[src/rtl/rtccal_pkg.sv]
`timescale 1ns / 1ps
// Shared constants, types and decode helpers for the RTC snapshot converter.
// No dependencies; imported by rtc_raw_to_calendar_and_epoch.
package rtccal_pkg;

   // Configuration register indexes
   localparam logic [1:0] CSR_BCD_MODE    = 2'd0;
   localparam logic [1:0] CSR_TWELVE_HOUR = 2'd1;
   localparam logic [1:0] CSR_CENTURY     = 2'd2;

   localparam int unsigned PM_BIT          = 7;
   localparam logic [7:0]  DEFAULT_CENTURY = 8'd20;
   localparam logic [14:0] YEAR_MIN        = 15'd1970;
   localparam logic [14:0] YEAR_MAX        = 15'd2099;
   localparam logic [14:0] CENTURY_SCALE   = 15'd100;
   localparam logic [16:0] SECS_PER_HOUR   = 17'd3600;
   localparam logic [16:0] SECS_PER_MIN    = 17'd60;
   localparam logic [31:0] SECS_PER_DAY    = 32'd86400;
   localparam logic [41:0] MS_PER_SEC      = 42'd1000;
   localparam logic [15:0] DAYS_PER_YEAR   = 16'd365;
   // 1970-01-01 was a Thursday: (days + 4) mod 7 gives 0 for Sunday
   localparam logic [15:0] EPOCH_WD_OFS    = 16'd4;
   // floor(x / 7) = (x * ceil(2^20 / 7)) >> 20, exact for x below 2^18
   localparam logic [33:0] WEEK_RECIP      = 34'd149797;
   localparam int unsigned WEEK_SHIFT      = 20;

   // Calendar fields carried down the back end of the pipe
   typedef struct packed {
      logic [5:0]  sec;
      logic [5:0]  min;
      logic [4:0]  hr;
      logic [4:0]  day;
      logic [3:0]  mon;
      logic [11:0] year;
   } cal_fields_type;

   function automatic logic [7:0] bcd_decode(input logic [7:0] b, input logic bcd);
      logic [7:0] hi_x10;
      hi_x10 = {1'b0, b[7:4], 3'b000} + {3'b000, b[7:4], 1'b0};
      // hi * 10 = hi * 8 + hi * 2; nibble digits above 9 pass through
      if (bcd) begin
         return hi_x10 + {4'h0, b[3:0]};
      end
      return b;
   endfunction

   function automatic logic [4:0] month_length(input logic [3:0] mon);
      logic [4:0] len;
      unique case (mon)
         4'd4, 4'd6, 4'd9, 4'd11: len = 5'd30;
         4'd2:                    len = 5'd28;
         default:                 len = 5'd31;
      endcase
      return len;
   endfunction

   function automatic logic [8:0] month_start(input logic [3:0] mon);
      logic [8:0] ofs;
      unique case (mon)
         4'd2:    ofs = 9'd31;
         4'd3:    ofs = 9'd59;
         4'd4:    ofs = 9'd90;
         4'd5:    ofs = 9'd120;
         4'd6:    ofs = 9'd151;
         4'd7:    ofs = 9'd181;
         4'd8:    ofs = 9'd212;
         4'd9:    ofs = 9'd243;
         4'd10:   ofs = 9'd273;
         4'd11:   ofs = 9'd304;
         4'd12:   ofs = 9'd334;
         default: ofs = 9'd0;
      endcase
      return ofs;
   endfunction

endpackage

[src/rtl/rtc_raw_to_calendar_and_epoch.sv]
`timescale 1ns / 1ps
// RTC register snapshot to binary calendar fields, weekday and Unix milliseconds.
// Depends on rtccal_pkg.
//
// One snapshot can be started every clock cycle while busy is low; its result word appears
// on the rsp_ ports with rsp_strobe once it leaves the last stage, for one cycle only, and the
// receiver cannot stall it. The pipeline stages are byte decode, year build, month and
// time-of-day sums, day count, the two constant multiplies for seconds and weekday, and the
// final multiply to milliseconds. busy is high only while reset is held. Results for a bad
// snapshot carry invalid set and every other field zero. Configuration writes take effect
// at the next edge and should only be made with no words in flight.
module rtc_raw_to_calendar_and_epoch (
   input  logic        clock,
   input  logic        reset,
   input  logic        start,
   output logic        busy,
   input  logic [7:0]  req_raw_seconds,
   input  logic [7:0]  req_raw_minutes,
   input  logic [7:0]  req_raw_hours,
   input  logic [7:0]  req_raw_day,
   input  logic [7:0]  req_raw_month,
   input  logic [7:0]  req_raw_year,
   input  logic [7:0]  req_raw_century,
   output logic        rsp_strobe,
   output logic [5:0]  rsp_seconds,
   output logic [5:0]  rsp_minutes,
   output logic [4:0]  rsp_hours,
   output logic [4:0]  rsp_day_of_month,
   output logic [3:0]  rsp_month_number,
   output logic [11:0] rsp_full_year,
   output logic [2:0]  rsp_weekday,
   output logic [41:0] rsp_epoch_millis,
   output logic        rsp_invalid,
   input  logic        csr_we,
   input  logic [1:0]  csr_index,
   input  logic [0:0]  csr_wdata
);
   import rtccal_pkg::*;

   // configuration
   logic bcd_mode_ff, twelve_hour_ff, century_ff;

   // stage 1: decoded bytes
   logic       s1_valid_ff, s1_valid_in;
   logic       s1_bad_ff, s1_bad_in;
   logic [5:0] s1_sec_ff, s1_sec_in;
   logic [5:0] s1_min_ff, s1_min_in;
   logic [4:0] s1_hr_ff, s1_hr_in;
   logic [7:0] s1_day_ff, s1_day_in;
   logic [3:0] s1_mon_ff, s1_mon_in;
   logic [6:0] s1_yr2_ff, s1_yr2_in;
   logic [7:0] s1_cen_ff, s1_cen_in;

   // stage 2: full year
   logic        s2_valid_ff, s2_bad_ff, s2_bad_in;
   logic [5:0]  s2_sec_ff, s2_min_ff;
   logic [4:0]  s2_hr_ff;
   logic [7:0]  s2_day_ff;
   logic [3:0]  s2_mon_ff;
   logic [11:0] s2_year_ff, s2_year_in;
   logic [7:0]  s2_yoff_ff, s2_yoff_in;
   logic        s2_leap_ff, s2_leap_in;

   // stage 3: day check and partial sums
   logic           s3_valid_ff, s3_bad_ff, s3_bad_in;
   cal_fields_type s3_cal_ff, s3_cal_in;
   logic [15:0]    s3_ydays_ff, s3_ydays_in;
   logic [8:0]     s3_moff_ff, s3_moff_in;
   logic [16:0]    s3_sod_ff, s3_sod_in;

   // stage 4: day count
   logic           s4_valid_ff, s4_bad_ff;
   cal_fields_type s4_cal_ff;
   logic [15:0]    s4_days_ff, s4_days_in;
   logic [16:0]    s4_sod_ff;

   // stage 5: seconds and weekday quotient
   logic           s5_valid_ff, s5_bad_ff;
   cal_fields_type s5_cal_ff;
   logic [31:0]    s5_secs_ff, s5_secs_in;
   logic [15:0]    s5_wx_ff, s5_wx_in;
   logic [13:0]    s5_wq_ff, s5_wq_in;
   logic [33:0]    wq_prod;

   // stage 6: output word
   logic [41:0]    millis_in;
   logic [15:0]    wrem;
   logic [2:0]     weekday_in;

   assign busy = reset;

   // configuration port
   always_ff @(posedge clock) begin
      if (reset) begin
         bcd_mode_ff    <= 1'b1;
         twelve_hour_ff <= 1'b0;
         century_ff     <= 1'b0;
      end else if (csr_we) begin
         unique case (csr_index)
            CSR_BCD_MODE:    bcd_mode_ff    <= csr_wdata[0];
            CSR_TWELVE_HOUR: twelve_hour_ff <= csr_wdata[0];
            CSR_CENTURY:     century_ff     <= csr_wdata[0];
            default: ;
         endcase
      end
   end

   // stage 1
   always_comb begin
      logic [7:0] sec, min, mon, yr2, hr;
      logic       hr_bad;
      sec = bcd_decode(req_raw_seconds, bcd_mode_ff);
      min = bcd_decode(req_raw_minutes, bcd_mode_ff);
      mon = bcd_decode(req_raw_month, bcd_mode_ff);
      yr2 = bcd_decode(req_raw_year, bcd_mode_ff);
      if (twelve_hour_ff) begin
         // strip PM first, decode, then fold 12 AM to 0 and add 12 for PM
         hr     = bcd_decode({1'b0, req_raw_hours[6:0]}, bcd_mode_ff);
         hr_bad = (hr < 8'd1) || (hr > 8'd12);
         if (hr == 8'd12) begin
            hr = 8'd0;
         end
         if (req_raw_hours[PM_BIT]) begin
            hr = hr + 8'd12;
         end
      end else begin
         hr     = bcd_decode(req_raw_hours, bcd_mode_ff);
         hr_bad = hr > 8'd23;
      end
      s1_valid_in = start && !busy;
      s1_bad_in   = hr_bad || (sec > 8'd59) || (min > 8'd59) || (mon < 8'd1)
                    || (mon > 8'd12) || (yr2 > 8'd99);
      s1_sec_in   = sec[5:0];
      s1_min_in   = min[5:0];
      s1_hr_in    = hr[4:0];
      s1_day_in   = bcd_decode(req_raw_day, bcd_mode_ff);
      s1_mon_in   = mon[3:0];
      s1_yr2_in   = yr2[6:0];
      s1_cen_in   = century_ff ? bcd_decode(req_raw_century, bcd_mode_ff)
                               : DEFAULT_CENTURY;
   end

   // stage 2
   always_comb begin
      logic [14:0] year;
      year       = 15'(s1_cen_ff) * CENTURY_SCALE + 15'(s1_yr2_ff);
      s2_bad_in  = s1_bad_ff || (year < YEAR_MIN) || (year > YEAR_MAX);
      s2_year_in = year[11:0];
      // offset runs to 129, so eight bits
      s2_yoff_in = 8'(year - YEAR_MIN);
      // 2000 is the only century year in range and it is a leap year
      s2_leap_in = year[1:0] == 2'b00;
   end

   // stage 3
   always_comb begin
      logic [4:0] len;
      len = (s2_mon_ff == 4'd2 && s2_leap_ff) ? 5'd29 : month_length(s2_mon_ff);
      s3_bad_in = s2_bad_ff || (s2_day_ff < 8'd1) || (s2_day_ff > 8'(len));
      s3_cal_in.sec  = s2_sec_ff;
      s3_cal_in.min  = s2_min_ff;
      s3_cal_in.hr   = s2_hr_ff;
      s3_cal_in.day  = s2_day_ff[4:0];
      s3_cal_in.mon  = s2_mon_ff;
      s3_cal_in.year = s2_year_ff;
      // leap days in 1970..year-1 reduce to (yoff + 1) / 4 over this range
      s3_ydays_in = 16'(s2_yoff_ff) * DAYS_PER_YEAR + 16'((s2_yoff_ff + 8'd1) >> 2);
      s3_moff_in  = month_start(s2_mon_ff)
                    + 9'((s2_mon_ff > 4'd2) && s2_leap_ff);
      s3_sod_in   = 17'(s2_hr_ff) * SECS_PER_HOUR + 17'(s2_min_ff) * SECS_PER_MIN
                    + 17'(s2_sec_ff);
   end

   // stage 4
   assign s4_days_in = s3_ydays_ff + 16'(s3_moff_ff) + 16'(s3_cal_ff.day) - 16'd1;

   // stage 5
   assign s5_secs_in = 32'(s4_days_ff) * SECS_PER_DAY + 32'(s4_sod_ff);
   assign s5_wx_in   = s4_days_ff + EPOCH_WD_OFS;
   assign wq_prod    = 34'(s5_wx_in) * WEEK_RECIP;
   assign s5_wq_in   = wq_prod[WEEK_SHIFT +: 14];

   // stage 6
   assign millis_in  = 42'(s5_secs_ff) * MS_PER_SEC;
   assign wrem       = s5_wx_ff - ({2'b00, s5_wq_ff} << 3) + {2'b00, s5_wq_ff};
   assign weekday_in = wrem[2:0] + 3'd1;

   // valid bits
   always_ff @(posedge clock) begin
      if (reset) begin
         s1_valid_ff <= 1'b0;
         s2_valid_ff <= 1'b0;
         s3_valid_ff <= 1'b0;
         s4_valid_ff <= 1'b0;
         s5_valid_ff <= 1'b0;
         rsp_strobe  <= 1'b0;
      end else begin
         s1_valid_ff <= s1_valid_in;
         s2_valid_ff <= s1_valid_ff;
         s3_valid_ff <= s2_valid_ff;
         s4_valid_ff <= s3_valid_ff;
         s5_valid_ff <= s4_valid_ff;
         rsp_strobe  <= s5_valid_ff;
      end
   end

   // payload
   always_ff @(posedge clock) begin
      s1_bad_ff  <= s1_bad_in;
      s1_sec_ff  <= s1_sec_in;
      s1_min_ff  <= s1_min_in;
      s1_hr_ff   <= s1_hr_in;
      s1_day_ff  <= s1_day_in;
      s1_mon_ff  <= s1_mon_in;
      s1_yr2_ff  <= s1_yr2_in;
      s1_cen_ff  <= s1_cen_in;

      s2_bad_ff  <= s2_bad_in;
      s2_sec_ff  <= s1_sec_ff;
      s2_min_ff  <= s1_min_ff;
      s2_hr_ff   <= s1_hr_ff;
      s2_day_ff  <= s1_day_ff;
      s2_mon_ff  <= s1_mon_ff;
      s2_year_ff <= s2_year_in;
      s2_yoff_ff <= s2_yoff_in;
      s2_leap_ff <= s2_leap_in;

      s3_bad_ff   <= s3_bad_in;
      s3_cal_ff   <= s3_cal_in;
      s3_ydays_ff <= s3_ydays_in;
      s3_moff_ff  <= s3_moff_in;
      s3_sod_ff   <= s3_sod_in;

      s4_bad_ff  <= s3_bad_ff;
      s4_cal_ff  <= s3_cal_ff;
      s4_days_ff <= s4_days_in;
      s4_sod_ff  <= s3_sod_ff;

      s5_bad_ff  <= s4_bad_ff;
      s5_cal_ff  <= s4_cal_ff;
      s5_secs_ff <= s5_secs_in;
      s5_wx_ff   <= s5_wx_in;
      s5_wq_ff   <= s5_wq_in;

      // a bad snapshot reports zero in every field but invalid
      rsp_invalid      <= s5_bad_ff;
      rsp_seconds      <= s5_bad_ff ? 6'd0  : s5_cal_ff.sec;
      rsp_minutes      <= s5_bad_ff ? 6'd0  : s5_cal_ff.min;
      rsp_hours        <= s5_bad_ff ? 5'd0  : s5_cal_ff.hr;
      rsp_day_of_month <= s5_bad_ff ? 5'd0  : s5_cal_ff.day;
      rsp_month_number <= s5_bad_ff ? 4'd0  : s5_cal_ff.mon;
      rsp_full_year    <= s5_bad_ff ? 12'd0 : s5_cal_ff.year;
      rsp_weekday      <= s5_bad_ff ? 3'd0  : weekday_in;
      rsp_epoch_millis <= s5_bad_ff ? 42'd0 : millis_in;
   end

   // every started snapshot yields exactly one word once it leaves the last stage
   a_latency: assert property (@(posedge clock) disable iff (reset)
      (start && !busy) |-> ##6 rsp_strobe)
      else $error("started snapshot produced no result word");

   a_no_spurious: assert property (@(posedge clock) disable iff (reset)
      rsp_strobe |-> $past(start && !busy, 6))
      else $error("result word without a matching start");

   a_valid_ranges: assert property (@(posedge clock) disable iff (reset)
      (rsp_strobe && !rsp_invalid) |-> (rsp_full_year >= 12'd1970 && rsp_full_year <= 12'd2099
         && rsp_month_number >= 4'd1 && rsp_month_number <= 4'd12
         && rsp_hours <= 5'd23 && rsp_weekday != 3'd0 && rsp_day_of_month != 5'd0))
      else $error("valid word carries a field out of range");

   a_invalid_zero: assert property (@(posedge clock) disable iff (reset)
      (rsp_strobe && rsp_invalid) |-> (rsp_epoch_millis == 42'd0 && rsp_weekday == 3'd0
         && rsp_full_year == 12'd0 && rsp_month_number == 4'd0))
      else $error("invalid word carries non-zero fields");

endmodule
[config.mk]
export PLATFORM = sky130hd
export DESIGN_NAME = rtc_raw_to_calendar_and_epoch
export DESIGN_NICKNAME = d
export VERILOG_FILES = /design/src/rtl/rtccal_pkg.sv /design/src/rtl/rtc_raw_to_calendar_and_epoch.sv
export SDC_FILE = /design/constraint.sdc
export NUM_CORES = 1
export LEC_CHECK = 0
export ABC_AREA = 1
export BUFFER_PORTS_ARGS = -buffer_cell sky130_fd_sc_hd__buf_2
export CAP_MARGIN = 10
export CORE_ASPECT_RATIO = 1.2
export CORE_MARGIN = 4
export CORE_UTILIZATION = 68
export DETAILED_ROUTE_END_ITERATION = 8
export PLACE_DENSITY_LB_ADDON = 0.3
export SETUP_SLACK_MARGIN = 0.1
export SYNTH_ARGS = -nofsm -noshare
export SYNTH_HDL_FRONTEND = slang
export SYNTH_SLANG_ARGS = --single-unit
[constraint.sdc]
create_clock -name clock -period 8.45 [get_ports clock]
set_clock_uncertainty 0.1 [all_clocks]
set_input_delay 2.1125 -clock clock [delete_from_list [all_inputs] [get_ports clock]]
set_output_delay 2.1125 -clock clock [all_outputs]
set_load 0.01 [all_outputs]
==> flow_summary.json <==
{
  "stdcell_count": 4013,
  "startpoint_type": "register",
  "hold_path_class": "reg2reg",
  "dr.pass1.iters": 7,
  "crit_buf_inv": 5,
  "synth-seq-cells": 416,
  "die_y_um": 235,
  "cts_setup_buffers": 0,
  "r2r_end": "s5_wq_ff[2]",
  "die_width_um": 197,
  "design_area_um2": 31900,
  "syn_area_per_cell_um2": 8.92,
  "grt_max_degree": 50,
  "gp_congestion": 0.954,
  "relSlewSlack": 0.173,
  "cpLargestDelayFamily": "adder cells",
  "grt_pass1_vias": 23600,
  "syn2layout_area_growth_pct": 9.55,
  "yosysSeqAreaShare": 0.286,
  "holdPathStages": 0,
  "nFillCells": 2942,
  "io-pin-count": 149,
  "crit_arrival_ns": 6.31,
  "holdWs_ns": 0.214,
  "synth-main-ff-cell": "dfxtp_1",
  "synth_area_leaders": "dfxtp_1 29%, ha_1 21%, fa_1 17%, inv_1 7.9%, nand2_1 6.7%",
  "finalCritPeriodShare": 0.704,
  "drc": 0,
  "antenna_found_initial": 0,
  "ys.warnings.count": 0,
  "drv_cap": 0,
  "finalMaxSlewViolations": 0,
  "hold-path-endpoint": "s5_cal_ff[1]",
  "cts_buffers": 43,
  "cts_buffer_depth": 3,
  "ant_nets": 0,
  "row_count": 82,
  "num_vias": 21800,
  "die_area_um2": 46200,
  "drive_gt1_frac": 0.0767,
  "async_flop_share": 0,
  "clock_latency_ns": 0.58,
  "root_buffer": "clkbuf_16",
  "cts_max_level": 2,
  "synth_edf_count": 0,
  "synth_top_area_frac": 0.286,
  "post_cts_resized": 0,
  "rsz0062_at_grt": "false",
  "tritoncts": "yes",
  "core_um2": 42100,
  "worstPathCellList": "ha_1, nand3_1, or3_1, nor2_1, nand2_1, nor3_1, xor2_1, inv_1, ha_1, inv_1, fa_1, inv_1, fa_1, inv_1, fa_1, inv_1, fa_1, ha_1, a21oi_1, o21ai_0, a211oi_1, nand3_1, xor2_1",
  "finalSetupViolCount": 0,
  "slowest_stage": "dfxtp_1",
  "cts.sinks": 416,
  "max_freq_mhz": 168,
  "nets": 4228,
  "worst-r2r-cell-count": 23,
  "hold_path_startpoint": "s4_cal_ff[1]",
  "clkTransAtPathRegs_ns": 0.07,
  "viasPerCell": 5.43,
  "cp_max_fo": 11,
  "numPlacedInstances": 3935,
  "overflow": 0,
  "path_common_cell": "inv_1",
  "initial_core_util": 0.693,
  "crit_required_ns": 8.81,
  "holdBufCountCts": 0,
  "placed_area_um2": 30400,
  "syn_area_um2": 29100,
  "avgRoutedWirePerCell_um": 16.5,
  "io_buffers": 145,
  "status": "completed",
  "reg2reg_from": "s4_days_ff[2]",
  "fin_crit_ns": 5.94,
  "antenna_cells": 0,
  "max_slew.worst_pin.slew_ns": 1.24,
  "dp_hpwl_um": 53200,
  "track_usage": 0.293,
  "drtIter0Drc": 854,
  "critical_path.endpoint_type": "register",
  "tns_ns": 0,
  "slowest_delay_ns": 0.56,
  "synth_top_area_cell": "dfxtp_1",
  "yosysUniqueCellTypes": 51,
  "hold_viol_final": 0,
  "grt_pass1_wl_um": 111000,
  "wl_um": 66400,
  "worstSetupPathType": "reg2reg",
  "r2r_slack_ns": 2.51,
  "syn_inst": 3267
}
per-layer routing:
layer,track usage,routed length (µm),part of all wire,up-vias
li1,-,-,-,10700
met1,0.310,24500,0.37,10400
met2,0.569,36500,0.55,518
met3,0.0342,1930,0.029,219
met4,0.138,3470,0.052,0
met5,0,0,0,-
state kept, by name, summed over array words and instances, names as in the netlist, 9 cells and up, named ones only:
signal and cells:
rsp_epoch_millis 37, s5_secs_ff 32, rsp_full_year 12, s4_cal_ff 36, s5_cal_ff 36, s4_sod_ff 17
s3_moff_ff 9, s3_sod_ff 17, s3_ydays_ff 16, s4_days_ff 16, s2_year_ff 11, s3_cal_ff 36
worst max-delay path by stage:
stage / endpoint / slack [ns] / from / cells past startpoint
after global routing: s5_wq_ff[2] / 2.03 / s4_days_ff[2] / 22
after global placement: s5_wq_ff[2] / 2.57 / s4_days_ff[2] / 23
after floorplan: s5_wq_ff[2] / 3.06 / s4_days_ff[2] / 23
after CTS: s5_wq_ff[2] / 2.46 / s4_days_ff[2] / 23
after detailed placement: s5_wq_ff[2] / 2.50 / s4_days_ff[2] / 23
final: s5_wq_ff[2] / 2.51 / s4_days_ff[2] / 23
stage by stage:
step / util / setup slack, ns
after floorplan: - / 3.06
after global placement: 0.723 / 2.57
after detailed placement: 0.723 / 2.50
after CTS: 0.759 / 2.46
after global routing: 0.759 / 2.03
final: 0.759 / 2.51
kinds of logic (layout without fill, tap and decap cells):
kind of cell               count (synthesis)  after routing  share of synthesized area
AOI/OAI and AO/OA                        359            359                     0.0673
xor gates and xnor gates                 145            145                     0.0436
adders and majority gates                731            731                      0.378
buffers and inverters                    652            850                     0.0850
DFF                                      416            416                      0.286
other                                      1              3                   0.000129
and+or+nand+nor                          963            963                      0.140
area by class of cell:
type                    count  area, µm²  area share
multi-input cells        2201      18300       0.574
flip-flops and latches    416       8330       0.261
inverters                 625       2350      0.0735
clock buffers              54       1160      0.0363
repair buffers            147        741      0.0232
well taps                 546        683      0.0214
clock inverters            24        324      0.0102
synth_stat cells (10+ instances only):
library cell and instances:
a21oi_1 178, a31oi_1 12, clkbuf_1 15, dfxtp_1 416
fa_1 250, ha_1 481, inv_1 614, nand2_1 519
nand2_2 11, nand3_1 100, nand4_1 37, nor2_1 221
nor2_2 10, nor3_1 26, o21ai_0 116, xnor2_1 50
xor2_1 95
layout by cell type, fill, tap and decap left out, drive strengths merged, types with 2 or more instances in the layout:
cell,n
a211oi,7
a21boi,3
a21o,7
a21oi,179
a31oi,12
and2,4
and3,2
buf,147
bufinv,5
clkbuf,54
clkinv,10
clkinvlp,2
conb,3
dfxtp,416
fa,250
ha,481
inv,632
nand2,530
nand3,105
nand3b,6
nand4,37
nor2,233
nor3,28
nor3b,2
nor4,7
o2111ai,2
o211ai,5
o21a,8
o21ai,117
o21bai,9
o22ai,2
o311ai,2
or2,8
xnor2,50
xor2,95
Power is left out: the tool's default activity adds up to more than one toggle a clock period on the data nets, which glitch-free logic cannot reach.
